File: src/rfb_pkg.sv
// ----------------------------------------------------------------------------
// rfb_pkg
// Shared types, constants and color packing for the rotated framebuffer
// pixel writer.
// ----------------------------------------------------------------------------
package rfb_pkg;

  localparam int MAX_DIM_DEF     = 8192;
  localparam int MAX_BYTES_DEF   = 4;
  localparam int QUEUE_DEPTH     = 4;

  localparam int COORD_W         = 13;
  localparam int COLOR_W         = 32;
  localparam int ADDR_W          = 28;
  localparam int BYTE_W          = 8;
  localparam int SIZE_W          = 14;
  localparam int STRIDE_W        = 16;
  localparam int NB_W            = 3;
  localparam int BYTE_IDX_W      = 2;
  localparam int LAYOUT_W        = 10;
  localparam int CFG_IDX_W       = 3;
  localparam int CFG_DATA_W      = 16;
  localparam int IN_TDATA_W      = 64;
  localparam int OUT_TDATA_W     = 40;

  typedef enum logic [1:0] {
    ROT_0   = 2'd0,
    ROT_90  = 2'd1,
    ROT_180 = 2'd2,
    ROT_270 = 2'd3
  } rot_t;

  typedef enum logic [CFG_IDX_W-1:0] {
    REG_ROTATION     = 3'd0,
    REG_PANEL_WIDTH  = 3'd1,
    REG_PANEL_HEIGHT = 3'd2,
    REG_LINE_STRIDE  = 3'd3,
    REG_BYTES_PER_PX = 3'd4,
    REG_RED_LAYOUT   = 3'd5,
    REG_GREEN_LAYOUT = 3'd6,
    REG_BLUE_LAYOUT  = 3'd7
  } cfg_reg_t;

  localparam logic [SIZE_W-1:0]   RST_PANEL_WIDTH  = 14'd1080;
  localparam logic [SIZE_W-1:0]   RST_PANEL_HEIGHT = 14'd1920;
  localparam logic [STRIDE_W-1:0] RST_LINE_STRIDE  = 16'd4320;
  localparam logic [NB_W-1:0]     RST_BYTES_PER_PX = 3'd4;
  localparam logic [LAYOUT_W-1:0] RST_RED_LAYOUT   = 10'd272;
  localparam logic [LAYOUT_W-1:0] RST_GREEN_LAYOUT = 10'd264;
  localparam logic [LAYOUT_W-1:0] RST_BLUE_LAYOUT  = 10'd256;

  typedef struct packed {
    rot_t                  rotation;
    logic [SIZE_W-1:0]     panel_width;
    logic [SIZE_W-1:0]     panel_height;
    logic [STRIDE_W-1:0]   line_stride;
    logic [NB_W-1:0]       bytes_per_pixel;
    logic [LAYOUT_W-1:0]   red_layout;
    logic [LAYOUT_W-1:0]   green_layout;
    logic [LAYOUT_W-1:0]   blue_layout;
  } cfg_t;

  // one pixel ready for byte writes
  typedef struct packed {
    logic [ADDR_W-1:0]  addr;
    logic [COLOR_W-1:0] word;
    logic [NB_W-1:0]    nb;
  } pix_entry_t;

  function automatic logic [COLOR_W-1:0] scale_channel(input logic [7:0] c8,
                                                      input logic [LAYOUT_W-1:0] layout);
    logic [4:0]  off;
    logic [4:0]  len;
    logic [15:0] v;
    off = layout[4:0];
    len = layout[9:5];
    if (len == 5'd0) begin
      v = 16'd0;
    end else if (len >= 5'd16) begin
      v = {c8, 8'd0};
    end else if (len >= 5'd8) begin
      v = 16'(c8) << (len - 5'd8);
    end else begin
      v = 16'(c8 >> (5'd8 - len));
    end
    return COLOR_W'(v) << off;
  endfunction

endpackage

File: src/rfb_front.sv
// ----------------------------------------------------------------------------
// rfb_front
// Maps logical coordinates onto the panel, drops pixels outside it, packs
// the color and computes the byte address in two pipeline stages.
// ----------------------------------------------------------------------------
module rfb_front #(
  parameter int MAX_DIM   = rfb_pkg::MAX_DIM_DEF,
  parameter int MAX_BYTES = rfb_pkg::MAX_BYTES_DEF
) (
  input  logic                             clk,
  input  logic                             rst,
  input  rfb_pkg::cfg_t                    cfg,
  input  logic                             in_valid,
  output logic                             in_ready,
  input  logic [rfb_pkg::COORD_W-1:0]      in_column,
  input  logic [rfb_pkg::COORD_W-1:0]      in_row,
  input  logic [rfb_pkg::COLOR_W-1:0]      in_color,
  output logic                             out_valid,
  input  logic                             out_ready,
  output rfb_pkg::pix_entry_t              out_entry
);

  localparam int DIM_W     = $clog2(MAX_DIM + 1);
  localparam int PC_W      = $clog2(MAX_DIM);
  localparam int BASE_W    = (DIM_W > rfb_pkg::COORD_W) ? DIM_W : rfb_pkg::COORD_W;
  localparam int SW        = BASE_W + 2;
  localparam int ROW_OFF_W = PC_W + rfb_pkg::STRIDE_W;
  localparam int COL_OFF_W = PC_W + rfb_pkg::NB_W;

  logic [SW-1:0] max_dim;
  logic [SW-1:0] w_full;
  logic [SW-1:0] h_full;
  logic [SW-1:0] w;
  logic [SW-1:0] h;
  logic [SW-1:0] lx;
  logic [SW-1:0] ly;
  logic [SW-1:0] px;
  logic [SW-1:0] py;
  logic          on_panel;
  logic [rfb_pkg::NB_W-1:0]    nb_clamped;
  logic [rfb_pkg::COLOR_W-1:0] word;

  logic                        s1_valid;
  logic [PC_W-1:0]             s1_px;
  logic [PC_W-1:0]             s1_py;
  logic [rfb_pkg::COLOR_W-1:0] s1_word;
  logic [rfb_pkg::NB_W-1:0]    s1_nb;
  logic                        s1_adv;

  logic                        s2_valid;
  rfb_pkg::pix_entry_t         s2_entry;
  logic                        s2_adv;

  logic [ROW_OFF_W-1:0]        row_off;
  logic [COL_OFF_W-1:0]        col_off;

  always_comb begin
    max_dim = SW'(MAX_DIM);
    w_full  = SW'(cfg.panel_width);
    h_full  = SW'(cfg.panel_height);
    w       = (w_full > max_dim) ? max_dim : w_full;
    h       = (h_full > max_dim) ? max_dim : h_full;
    lx      = SW'(in_column);
    ly      = SW'(in_row);
    case (cfg.rotation)
      rfb_pkg::ROT_90: begin
        px = w - SW'(1) - ly;
        py = lx;
      end
      rfb_pkg::ROT_180: begin
        px = w - SW'(1) - lx;
        py = h - SW'(1) - ly;
      end
      rfb_pkg::ROT_270: begin
        px = ly;
        py = h - SW'(1) - lx;
      end
      default: begin
        px = lx;
        py = ly;
      end
    endcase
    // top bit is the sign of the wrapped difference
    on_panel = !px[SW-1] && (px < w) && !py[SW-1] && (py < h);

    if (cfg.bytes_per_pixel < rfb_pkg::NB_W'(2)) begin
      nb_clamped = rfb_pkg::NB_W'(2);
    end else if (cfg.bytes_per_pixel > rfb_pkg::NB_W'(MAX_BYTES)) begin
      nb_clamped = rfb_pkg::NB_W'(MAX_BYTES);
    end else begin
      nb_clamped = cfg.bytes_per_pixel;
    end

    word = rfb_pkg::scale_channel(in_color[23:16], cfg.red_layout)
         | rfb_pkg::scale_channel(in_color[15:8],  cfg.green_layout)
         | rfb_pkg::scale_channel(in_color[7:0],   cfg.blue_layout);
  end

  assign s2_adv    = !s2_valid || out_ready;
  assign s1_adv    = !s1_valid || s2_adv;
  assign in_ready  = s1_adv;
  assign out_valid = s2_valid;
  assign out_entry = s2_entry;

  assign row_off = ROW_OFF_W'(s1_py) * ROW_OFF_W'(cfg.line_stride);
  assign col_off = COL_OFF_W'(s1_px) * COL_OFF_W'(s1_nb);

  always_ff @(posedge clk) begin
    if (rst) begin
      s1_valid <= 1'b0;
      s2_valid <= 1'b0;
    end else begin
      if (s1_adv) begin
        s1_valid <= in_valid && on_panel;
      end
      if (s2_adv) begin
        s2_valid <= s1_valid;
      end
    end
  end

  always_ff @(posedge clk) begin
    if (s1_adv) begin
      s1_px   <= px[PC_W-1:0];
      s1_py   <= py[PC_W-1:0];
      s1_word <= word;
      s1_nb   <= nb_clamped;
    end
    if (s2_adv) begin
      // address wraps at the width of the address field
      s2_entry.addr <= rfb_pkg::ADDR_W'(row_off) + rfb_pkg::ADDR_W'(col_off);
      s2_entry.word <= s1_word;
      s2_entry.nb   <= s1_nb;
    end
  end

endmodule

File: src/rfb_queue.sv
// ----------------------------------------------------------------------------
// rfb_queue
// Small first-in first-out queue of packed pixels between front and back.
// ----------------------------------------------------------------------------
module rfb_queue #(
  parameter int DEPTH = rfb_pkg::QUEUE_DEPTH
) (
  input  logic                clk,
  input  logic                rst,
  input  logic                in_valid,
  output logic                in_ready,
  input  rfb_pkg::pix_entry_t in_entry,
  output logic                out_valid,
  input  logic                out_ready,
  output rfb_pkg::pix_entry_t out_entry
);

  localparam int PTR_W = (DEPTH > 1) ? $clog2(DEPTH) : 1;
  localparam int CNT_W = $clog2(DEPTH + 1);

  rfb_pkg::pix_entry_t slots [DEPTH];
  logic [PTR_W-1:0]    wr_ptr;
  logic [PTR_W-1:0]    rd_ptr;
  logic [CNT_W-1:0]    count;
  logic                push;
  logic                pop;

  assign in_ready  = (count != CNT_W'(DEPTH));
  assign out_valid = (count != CNT_W'(0));
  assign out_entry = slots[rd_ptr];
  assign push      = in_valid && in_ready;
  assign pop       = out_valid && out_ready;

  always_ff @(posedge clk) begin
    if (rst) begin
      wr_ptr <= '0;
      rd_ptr <= '0;
      count  <= '0;
    end else begin
      if (push) begin
        wr_ptr <= (wr_ptr == PTR_W'(DEPTH - 1)) ? '0 : wr_ptr + PTR_W'(1);
      end
      if (pop) begin
        rd_ptr <= (rd_ptr == PTR_W'(DEPTH - 1)) ? '0 : rd_ptr + PTR_W'(1);
      end
      if (push && !pop) begin
        count <= count + CNT_W'(1);
      end else if (pop && !push) begin
        count <= count - CNT_W'(1);
      end
    end
  end

  always_ff @(posedge clk) begin
    if (push) begin
      slots[wr_ptr] <= in_entry;
    end
  end

endmodule

File: src/rfb_back.sv
// ----------------------------------------------------------------------------
// rfb_back
// Splits each packed pixel into byte writes, one per cycle while the output is
// not stalled, through an output register.
// ----------------------------------------------------------------------------
module rfb_back (
  input  logic                          clk,
  input  logic                          rst,
  input  logic                          in_valid,
  output logic                          in_ready,
  input  rfb_pkg::pix_entry_t           in_entry,
  output logic                          out_valid,
  input  logic                          out_ready,
  output logic [rfb_pkg::ADDR_W-1:0]    out_address,
  output logic [rfb_pkg::BYTE_W-1:0]    out_byte,
  output logic                          out_last
);

  logic                             cur_valid;
  rfb_pkg::pix_entry_t              cur;
  logic [rfb_pkg::BYTE_IDX_W-1:0]   k;
  logic                             is_last;
  logic                             out_free;
  logic                             emit;
  logic [rfb_pkg::COLOR_W-1:0]      shifted;

  assign is_last  = (rfb_pkg::NB_W'(k) + rfb_pkg::NB_W'(1)) == cur.nb;
  assign out_free = !out_valid || out_ready;
  assign emit     = cur_valid && out_free;
  // next pixel loads while its predecessor's last byte goes out
  assign in_ready = !cur_valid || (emit && is_last);
  assign shifted  = cur.word >> {k, 3'b000};

  always_ff @(posedge clk) begin
    if (rst) begin
      cur_valid <= 1'b0;
      k         <= '0;
      out_valid <= 1'b0;
    end else begin
      if (in_ready) begin
        cur_valid <= in_valid;
        k         <= '0;
      end else if (emit) begin
        k <= k + rfb_pkg::BYTE_IDX_W'(1);
      end
      if (out_free) begin
        out_valid <= cur_valid;
      end
    end
  end

  always_ff @(posedge clk) begin
    if (in_ready && in_valid) begin
      cur <= in_entry;
    end
    if (emit) begin
      out_address <= cur.addr + rfb_pkg::ADDR_W'(k);
      out_byte    <= shifted[rfb_pkg::BYTE_W-1:0];
      out_last    <= is_last;
    end
  end

endmodule

File: src/rotated_framebuffer_pixel_writer_top.sv
// ----------------------------------------------------------------------------
// rotated_framebuffer_pixel_writer_top
// Rotated framebuffer pixel writer: maps a logical pixel onto the panel,
// packs its color and emits it as little-endian byte writes.
// ----------------------------------------------------------------------------
// path: front stages s1 and s2, queue, back pixel and output registers
// throughput: one byte write per cycle while m_tready is high, bytes_per_pixel
// (2 to 4) writes per pixel, with the next pixel loaded as the last byte goes
// out; pixels outside the panel are accepted and give nothing
// reset: synchronous rst empties the pipeline and queue and restores all
// configuration registers to their defaults; no clearing pass
module rotated_framebuffer_pixel_writer_top #(
  parameter int MAX_DIM   = rfb_pkg::MAX_DIM_DEF,
  parameter int MAX_BYTES = rfb_pkg::MAX_BYTES_DEF
) (
  input  logic                               clk,
  input  logic                               rst,
  input  logic                               cfg_we,
  input  logic [rfb_pkg::CFG_IDX_W-1:0]      cfg_index,
  input  logic [rfb_pkg::CFG_DATA_W-1:0]     cfg_data,
  input  logic                               s_tvalid,
  output logic                               s_tready,
  // column [12:0], row [25:13], pixel_color [57:26], zero [63:58]
  input  logic [rfb_pkg::IN_TDATA_W-1:0]     s_tdata,
  output logic                               m_tvalid,
  input  logic                               m_tready,
  // write_address [27:0], write_byte [35:28], zero [39:36]
  output logic [rfb_pkg::OUT_TDATA_W-1:0]    m_tdata,
  output logic                               m_tlast
);

  rfb_pkg::cfg_t       cfg;
  logic                f_valid;
  logic                f_ready;
  rfb_pkg::pix_entry_t f_entry;
  logic                q_valid;
  logic                q_ready;
  rfb_pkg::pix_entry_t q_entry;
  logic [rfb_pkg::ADDR_W-1:0] wr_address;
  logic [rfb_pkg::BYTE_W-1:0] wr_byte;

  always_ff @(posedge clk) begin
    if (rst) begin
      cfg.rotation        <= rfb_pkg::ROT_0;
      cfg.panel_width     <= rfb_pkg::RST_PANEL_WIDTH;
      cfg.panel_height    <= rfb_pkg::RST_PANEL_HEIGHT;
      cfg.line_stride     <= rfb_pkg::RST_LINE_STRIDE;
      cfg.bytes_per_pixel <= rfb_pkg::RST_BYTES_PER_PX;
      cfg.red_layout      <= rfb_pkg::RST_RED_LAYOUT;
      cfg.green_layout    <= rfb_pkg::RST_GREEN_LAYOUT;
      cfg.blue_layout     <= rfb_pkg::RST_BLUE_LAYOUT;
    end else if (cfg_we) begin
      case (rfb_pkg::cfg_reg_t'(cfg_index))
        rfb_pkg::REG_ROTATION:     cfg.rotation        <= rfb_pkg::rot_t'(cfg_data[1:0]);
        rfb_pkg::REG_PANEL_WIDTH:  cfg.panel_width     <= cfg_data[rfb_pkg::SIZE_W-1:0];
        rfb_pkg::REG_PANEL_HEIGHT: cfg.panel_height    <= cfg_data[rfb_pkg::SIZE_W-1:0];
        rfb_pkg::REG_LINE_STRIDE:  cfg.line_stride     <= cfg_data[rfb_pkg::STRIDE_W-1:0];
        rfb_pkg::REG_BYTES_PER_PX: cfg.bytes_per_pixel <= cfg_data[rfb_pkg::NB_W-1:0];
        rfb_pkg::REG_RED_LAYOUT:   cfg.red_layout      <= cfg_data[rfb_pkg::LAYOUT_W-1:0];
        rfb_pkg::REG_GREEN_LAYOUT: cfg.green_layout    <= cfg_data[rfb_pkg::LAYOUT_W-1:0];
        rfb_pkg::REG_BLUE_LAYOUT:  cfg.blue_layout     <= cfg_data[rfb_pkg::LAYOUT_W-1:0];
        default: ;
      endcase
    end
  end

  rfb_front #(
    .MAX_DIM   (MAX_DIM),
    .MAX_BYTES (MAX_BYTES)
  ) u_front (
    .clk       (clk),
    .rst       (rst),
    .cfg       (cfg),
    .in_valid  (s_tvalid),
    .in_ready  (s_tready),
    .in_column (s_tdata[12:0]),
    .in_row    (s_tdata[25:13]),
    .in_color  (s_tdata[57:26]),
    .out_valid (f_valid),
    .out_ready (f_ready),
    .out_entry (f_entry)
  );

  rfb_queue #(
    .DEPTH (rfb_pkg::QUEUE_DEPTH)
  ) u_queue (
    .clk       (clk),
    .rst       (rst),
    .in_valid  (f_valid),
    .in_ready  (f_ready),
    .in_entry  (f_entry),
    .out_valid (q_valid),
    .out_ready (q_ready),
    .out_entry (q_entry)
  );

  rfb_back u_back (
    .clk         (clk),
    .rst         (rst),
    .in_valid    (q_valid),
    .in_ready    (q_ready),
    .in_entry    (q_entry),
    .out_valid   (m_tvalid),
    .out_ready   (m_tready),
    .out_address (wr_address),
    .out_byte    (wr_byte),
    .out_last    (m_tlast)
  );

  assign m_tdata = {4'b0000, wr_byte, wr_address};

endmodule

File: config.mk
export PLATFORM = sky130hd
export DESIGN_NAME = rotated_framebuffer_pixel_writer_top
export DESIGN_NICKNAME = d
export VERILOG_FILES = /design/src/rfb_pkg.sv /design/src/rfb_front.sv /design/src/rfb_queue.sv /design/src/rfb_back.sv /design/src/rotated_framebuffer_pixel_writer_top.sv
export SDC_FILE = /design/constraint.sdc
export NUM_CORES = 2
export LEC_CHECK = 0
export ABC_AREA = 0
export BUFFER_PORTS_ARGS = -buffer_cell sky130_fd_sc_hd__buf_2
export CORE_UTILIZATION = 30
export DETAILED_ROUTE_END_ITERATION = 16
export PLACE_DENSITY_LB_ADDON = 0.12
export SLEW_MARGIN = 15
export SYNTH_ARGS = -nofsm -noshare
export SYNTH_HDL_FRONTEND = slang
export SYNTH_SLANG_ARGS = --single-unit
File: constraint.sdc
create_clock -name clk -period 6.7 [get_ports clk]
set_input_delay 1.34 -clock clk [delete_from_list [all_inputs] [get_ports clk]]
set_output_delay 1.34 -clock clk [all_outputs]
set_load 0.03 [all_outputs]
Word-level counts from Yosys, hierarchy flattened --
Memory sizes are Yosys's and may differ from the RTL's. A register that Yosys moved wholly into a read port is not among the register bits. Cells that the tools add are included.
Word-level totals: register bits 253, bits in writable memories 252, input port bits 88, logic and storage cells 146, memories kept 1
Cells by class: $add $sub $neg 20, multipliers 2, $lt $le $gt $ge 12, equal/unequal tests 14, shifts and indexed selects 10, multiplexer cells 20, bitwise gates (word level) 2, reductions and logical operators 38
Memory list:
- u_queue.slots | words 4, width 63, rd ports 1, clocked after Yosys merged registers in 1, write ports 1, line rfb_queue.sv:21 | rfb_pkg::pix_entry_t slots [DEPTH];
Operators with widths (count):
- 2-to-1 mux 16 bit | 9
- case mux 16 bit (3 select lines) | 2
- << shifter 16 x 5 -> 32 bit | 3
- OR 32 bit | 2
- subtractor 16 x 13 -> 16 bit | 4
- << shifter 8 x 5 -> 16 bit | 3
- right shift 8 x 5 -> 16 bit | 3
- less-than comparator 16 bit | 2
- right shift 32 x 5 -> 8 bit | 1
- subtractor 16 x 1 -> 16 bit (second input constant) | 2
- adder 28 x 16 -> 28 bit | 1
- adder 28 x 2 -> 28 bit | 1
- greater-than comparator 14 bit (second input constant) | 2
- multiplier 13 x 16 -> 28 bit | 1
- 2-to-1 mux 14 bit | 2
- multiplier 13 x 3 -> 16 bit | 1
- AND reduction 2 bit | 8
- >= comparator 5 x 4 -> 1 bit (second input constant) | 3
- >= comparator 5 bit (second input constant) | 3
- logical NOT 5 bit | 3
- subtractor 4 x 5 -> 5 bit (first input constant) | 3
- subtractor 5 x 4 -> 5 bit (second input constant) | 3
- equality test 3 bit (second input constant) | 4
- logical AND 1 bit | 10
- other kinds (21) | 42

Depth between registers and ports, before layout --
word-level depth 10, mapped depth 27

By module --
From an unflattened synthesis, not the netlist that was laid out.
Unflattened totals: cells, all modules 3644, area, all modules 40308.7 µm²
Modules (own cells, without submodules):
- rfb_front | instances 1, cells an instance 2754, area each 23563.8 µm²
- rfb_queue | instances 1, cells an instance 377, area each 9547.9 µm²
- rfb_back | instances 1, cells an instance 210, area each 3971.3 µm²
- rotated_framebuffer_pixel_writer_top | instances 1, cells an instance 303, area each 3225.6 µm²

Worst setup path after synthesis --
OpenSTA, ideal clock, no wires.
path kind register to register, start point register u_front.s1_py[4], end point register u_front.s2_entry, in the netlist u_front.out_entry[62] (data pin), arrival 5665 ps, setup slack 778 ps, cell stages (with the launch flop) 24, cells stage by stage edfxtp_1 clkbuf_1 nand2_1 fa_1 inv_1 fa_1 inv_1 fa_1 inv_1 fa_1 inv_1 fa_1 inv_1 fa_1 ha_1 a21o_1 a21oi_1 o21ai_0 a21o_1 a21oi_1 nor2b_1 o31a_1 o22a_1 xnor2_1
On the way: cells in the longest elaborated chain, start to end 2
RTL lines:
- start, declared | line rfb_front.sv:45 | logic [PC_W-1:0] s1_py;
- start signal, assigned | line rfb_front.sv:125 | s1_py <= py[PC_W-1:0];
- multiplier 13 x 16 -> 28 bit | line rfb_front.sv:105 | assign row_off = ROW_OFF_W'(s1_py) * ROW_OFF_W'(cfg.line_stride);
- adder 28 x 16 -> 28 bit | line rfb_front.sv:131 | s2_entry.addr <= rfb_pkg::ADDR_W'(row_off) + rfb_pkg::ADDR_W'(col_off);
- end, declared | line rfb_front.sv:51 | rfb_pkg::pix_entry_t s2_entry;
No other way between the ends. A chain may end at the register's enable or synchronous reset.

Worst setup path in the final report --
start point register u_front.s1_py[1], end point register u_front.s2_entry, in the netlist u_front.out_entry[62] (data pin)
Same word-level chain as after synthesis.

==> metrics.yaml <==
die_h_microns: 361
syn_inst: 3566
cts_made_buffers: 69
synth_edf_count: 476
drc: 0
drt_first_pass_iters: 8
endpoint_kind: "flip-flop"
syn2layout_area_growth_pct: 12.6
synth_ff_type: "edfxtp_1"
grt_pass1_vias: 27500
grt_pass1_wl_microns: 174000
grt.total_usage_pct: 17.2
seq_area_frac_synth_pct: 41.8
gp_congestion: 0.932
worst-path-max-fanout: 10
grt_max_degree: 64
clock.fmax_mhz: 157
crit_type: "reg -> reg"
finalNetCount: 4100
drv_cap: 0
start_util_pct: 30.3
rsz0062_at_grt: "no"
cp.required_ns: 7.06
dieArea_sq_um: 130000
synth_warnings: 0
cp.arrival_ns: 6.74
slew_viol_final: 0
tightestPinTransition_ns: 1.11
clk_pin_slew_ns: 0.06
io_buffers: 112
setup_slack_ns: 0.320
cts_sinks: 568
root_buffer: "clkbuf_16"
routed_wl_microns: 113000
insertion_delay_ns: 0.63
wl_per_cell_microns: 21.0
vias: 27600
min_period_ns: 6.38
postSynthAreaPerCell_sq_um: 10.8
hold_class: "reg -> reg"
final_layout_size_suffix_gt1_share_pct: 13.7
tns_ns: 0
yosysUniqueCellTypes: 95
routed_via_density: 5.15
startpoint: "u_front.s1_py[1]$_DFFE_PP_"
cts_tree: "yes"
pre_cts_slack_ns: 0.201
synth_top_area_cell: "edfxtp_1"
clk_path_buf_depth: 3
antenna_found_initial: 0
critPathLaunchType: "flip-flop"
core_area_sq_um: 128000
async_flop_share_pct: 0
status: "completed"
timing.rr.start: "u_front.s1_py[1]$_DFFE_PP_"
ios: 131
core.rowCount: 131
drt_iter0_markers: 1701
max-vdd-ir-drop_uv: 166
postCtsSetupRepairBufs: 0
min_period_over_period_pct: 95.2
dp_hpwl_microns: 83700
setup_viol: 0
synth.cell_area_sq_um: 38600
fp.dieW_microns: 361
final_util_pct: 34.1
clock_skew_ns: 0.0311
maxSlewHeadroom_pct: 25.6
synth_seq_cells: 568
min_from: "u_front.s1_word[16]$_DFFE_PP_"
h-tree-depth: 3
grt-ovfl-total: 0
ys_top_cells_by_area: "edfxtp_1, fa_1, mux4_2, ha_1, nand2_1"
final_antenna_net_count: 0
hold_viol_final: 0
p_per_area_nw_per_um2: 292
post-synth-top-area-fraction_pct: 37.0
p_leak_nw: 16.5
## per-stage QoR
stage	instances	total power (W)	hold WS, ns	area, sq um
after floorplan	3569	0.00794	0.400	38600
after detailed placement	5238	0.00912	0.405	41200
after global placement	5238	0.00912	0.402	41200
final	5362	0.0127	0.412	43500
after CTS	5361	0.0129	0.416	43400
after global routing	5361	0.0135	0.421	43400
## registers in the layout (all words and copies together), names as in the netlist
name,count
u_back.out_byte,8
u_queue.count,3
u_back.cur_valid,1
u_front.s1_valid,1
u_back.out_last,1
u_back.out_valid,1
u_front.s1_word,32
u_back.k,2
u_front.s1_px,13
u_back.out_address,28
u_front.s1_py,13
u_front.out_entry,63
u_queue.slots,252
u_back.cur,63
u_front.out_valid,1
u_queue.rd_ptr,2
cfg,79
u_queue.wr_ptr,2
u_front.s1_nb,3
## where the power goes
group,switching (W),internal (W),leakage [nW]
clock network,0.00154,0.00217,1.07
registers,0.000378,0.00469,5.34
logic,0.00228,0.00162,10.1
## synth_stat cells (23+ instances only)
master    instances
nand2_1         506
edfxtp_1        476
inv_1           304
fa_1            194
nor2_1          186
ha_1            171
clkbuf_1        166
a21oi_1         160
and2_1          111
mux4_2          106
dfxtp_1          92
o21ai_0          90
mux2i_1          82
nand3_1          79
nor3_1           68
xnor2_1          61
mux2_2           42
a21o_1           35
xor2_1           31
a211oi_1         30
o211ai_1         28
o21a_1           28
a22oi_1          26
a221oi_1         24
o22ai_1          24
a31oi_1          23
nand2b_1         23
## final timing paths
| path | to | slack (ns) | cells past startpoint |
|---|---|---|---|
| max | u_front.out_entry[62]$_DFFE_PP_ | 0.32 | 22 |
| min | u_front.out_entry[19]$_DFFE_PP_ | 0.41 | 0 |
| max reg2reg | u_front.out_entry[62]$_DFFE_PP_ | 0.32 | 22 |
| min reg2reg | u_front.out_entry[19]$_DFFE_PP_ | 0.41 | 0 |
## what timing repair did
action	in CTS	in global routing
setup endpoints to repair	0	2
resized for setup	0	3
hold buffers	0	0
## per-layer routing
metal	global-route usage [%]	vias up	part of all wire, %
met3	2.25	140	4.2
met1	25.2	13700	49
met5	0	-	0
met4	5.25	0	2.5
li1	-	13100	-
met2	26.2	699	44
## cell type report
cell class,instances,area (sq um)
well taps,1662,2080
inverters,310,1160
fillers,12900,84100
clock buffers,79,1780
repair buffers,213,1320
diodes,1,2.50
flip-flops and latches,568,16100
multi-input cells,2485,20500
clock inverters,44,468
## critical path, stage by stage, from the launching register on
cell       delay [ns]
edfxtp_1         0.63
and2_1           0.30
fa_1             0.54
inv_1            0.06
fa_1             0.53
inv_1            0.05
ha_1             0.29
fa_1             0.54
inv_1            0.05
fa_1             0.44
fa_1             0.49
inv_1            0.04
ha_1             0.23
nor3_1           0.15
o21ai_0          0.15
a41oi_1          0.33
a2111oi_0        0.15
buf_4            0.17
o21bai_1         0.27
nor2_1           0.10
o31a_1           0.26
o22a_1           0.22
xnor2_1          0.13
## layout by cell type, fill, tap and decap left out, drive strengths merged, types with 68 or more instances in the layout
cell,n
mux2i,82
nor3,68
fa,194
nor2,186
and2,111
ha,171
o21ai,91
nand3,79
a21oi,160
clkbuf,79
buf,213
nand2,506
mux4,108
inv,309
edfxtp,476
dfxtp,92
## cell families after synthesis
logic type	share of synthesized area (%)
xor+xnor	2.09
other cells	0.00971
mux	9.67
buf+inv	5.21
flops	41.8
fa+ha+maj	15.6
compound gates	11.9
simple gates	13.7
No activity file was read; power rests on OpenSTA's default activity.
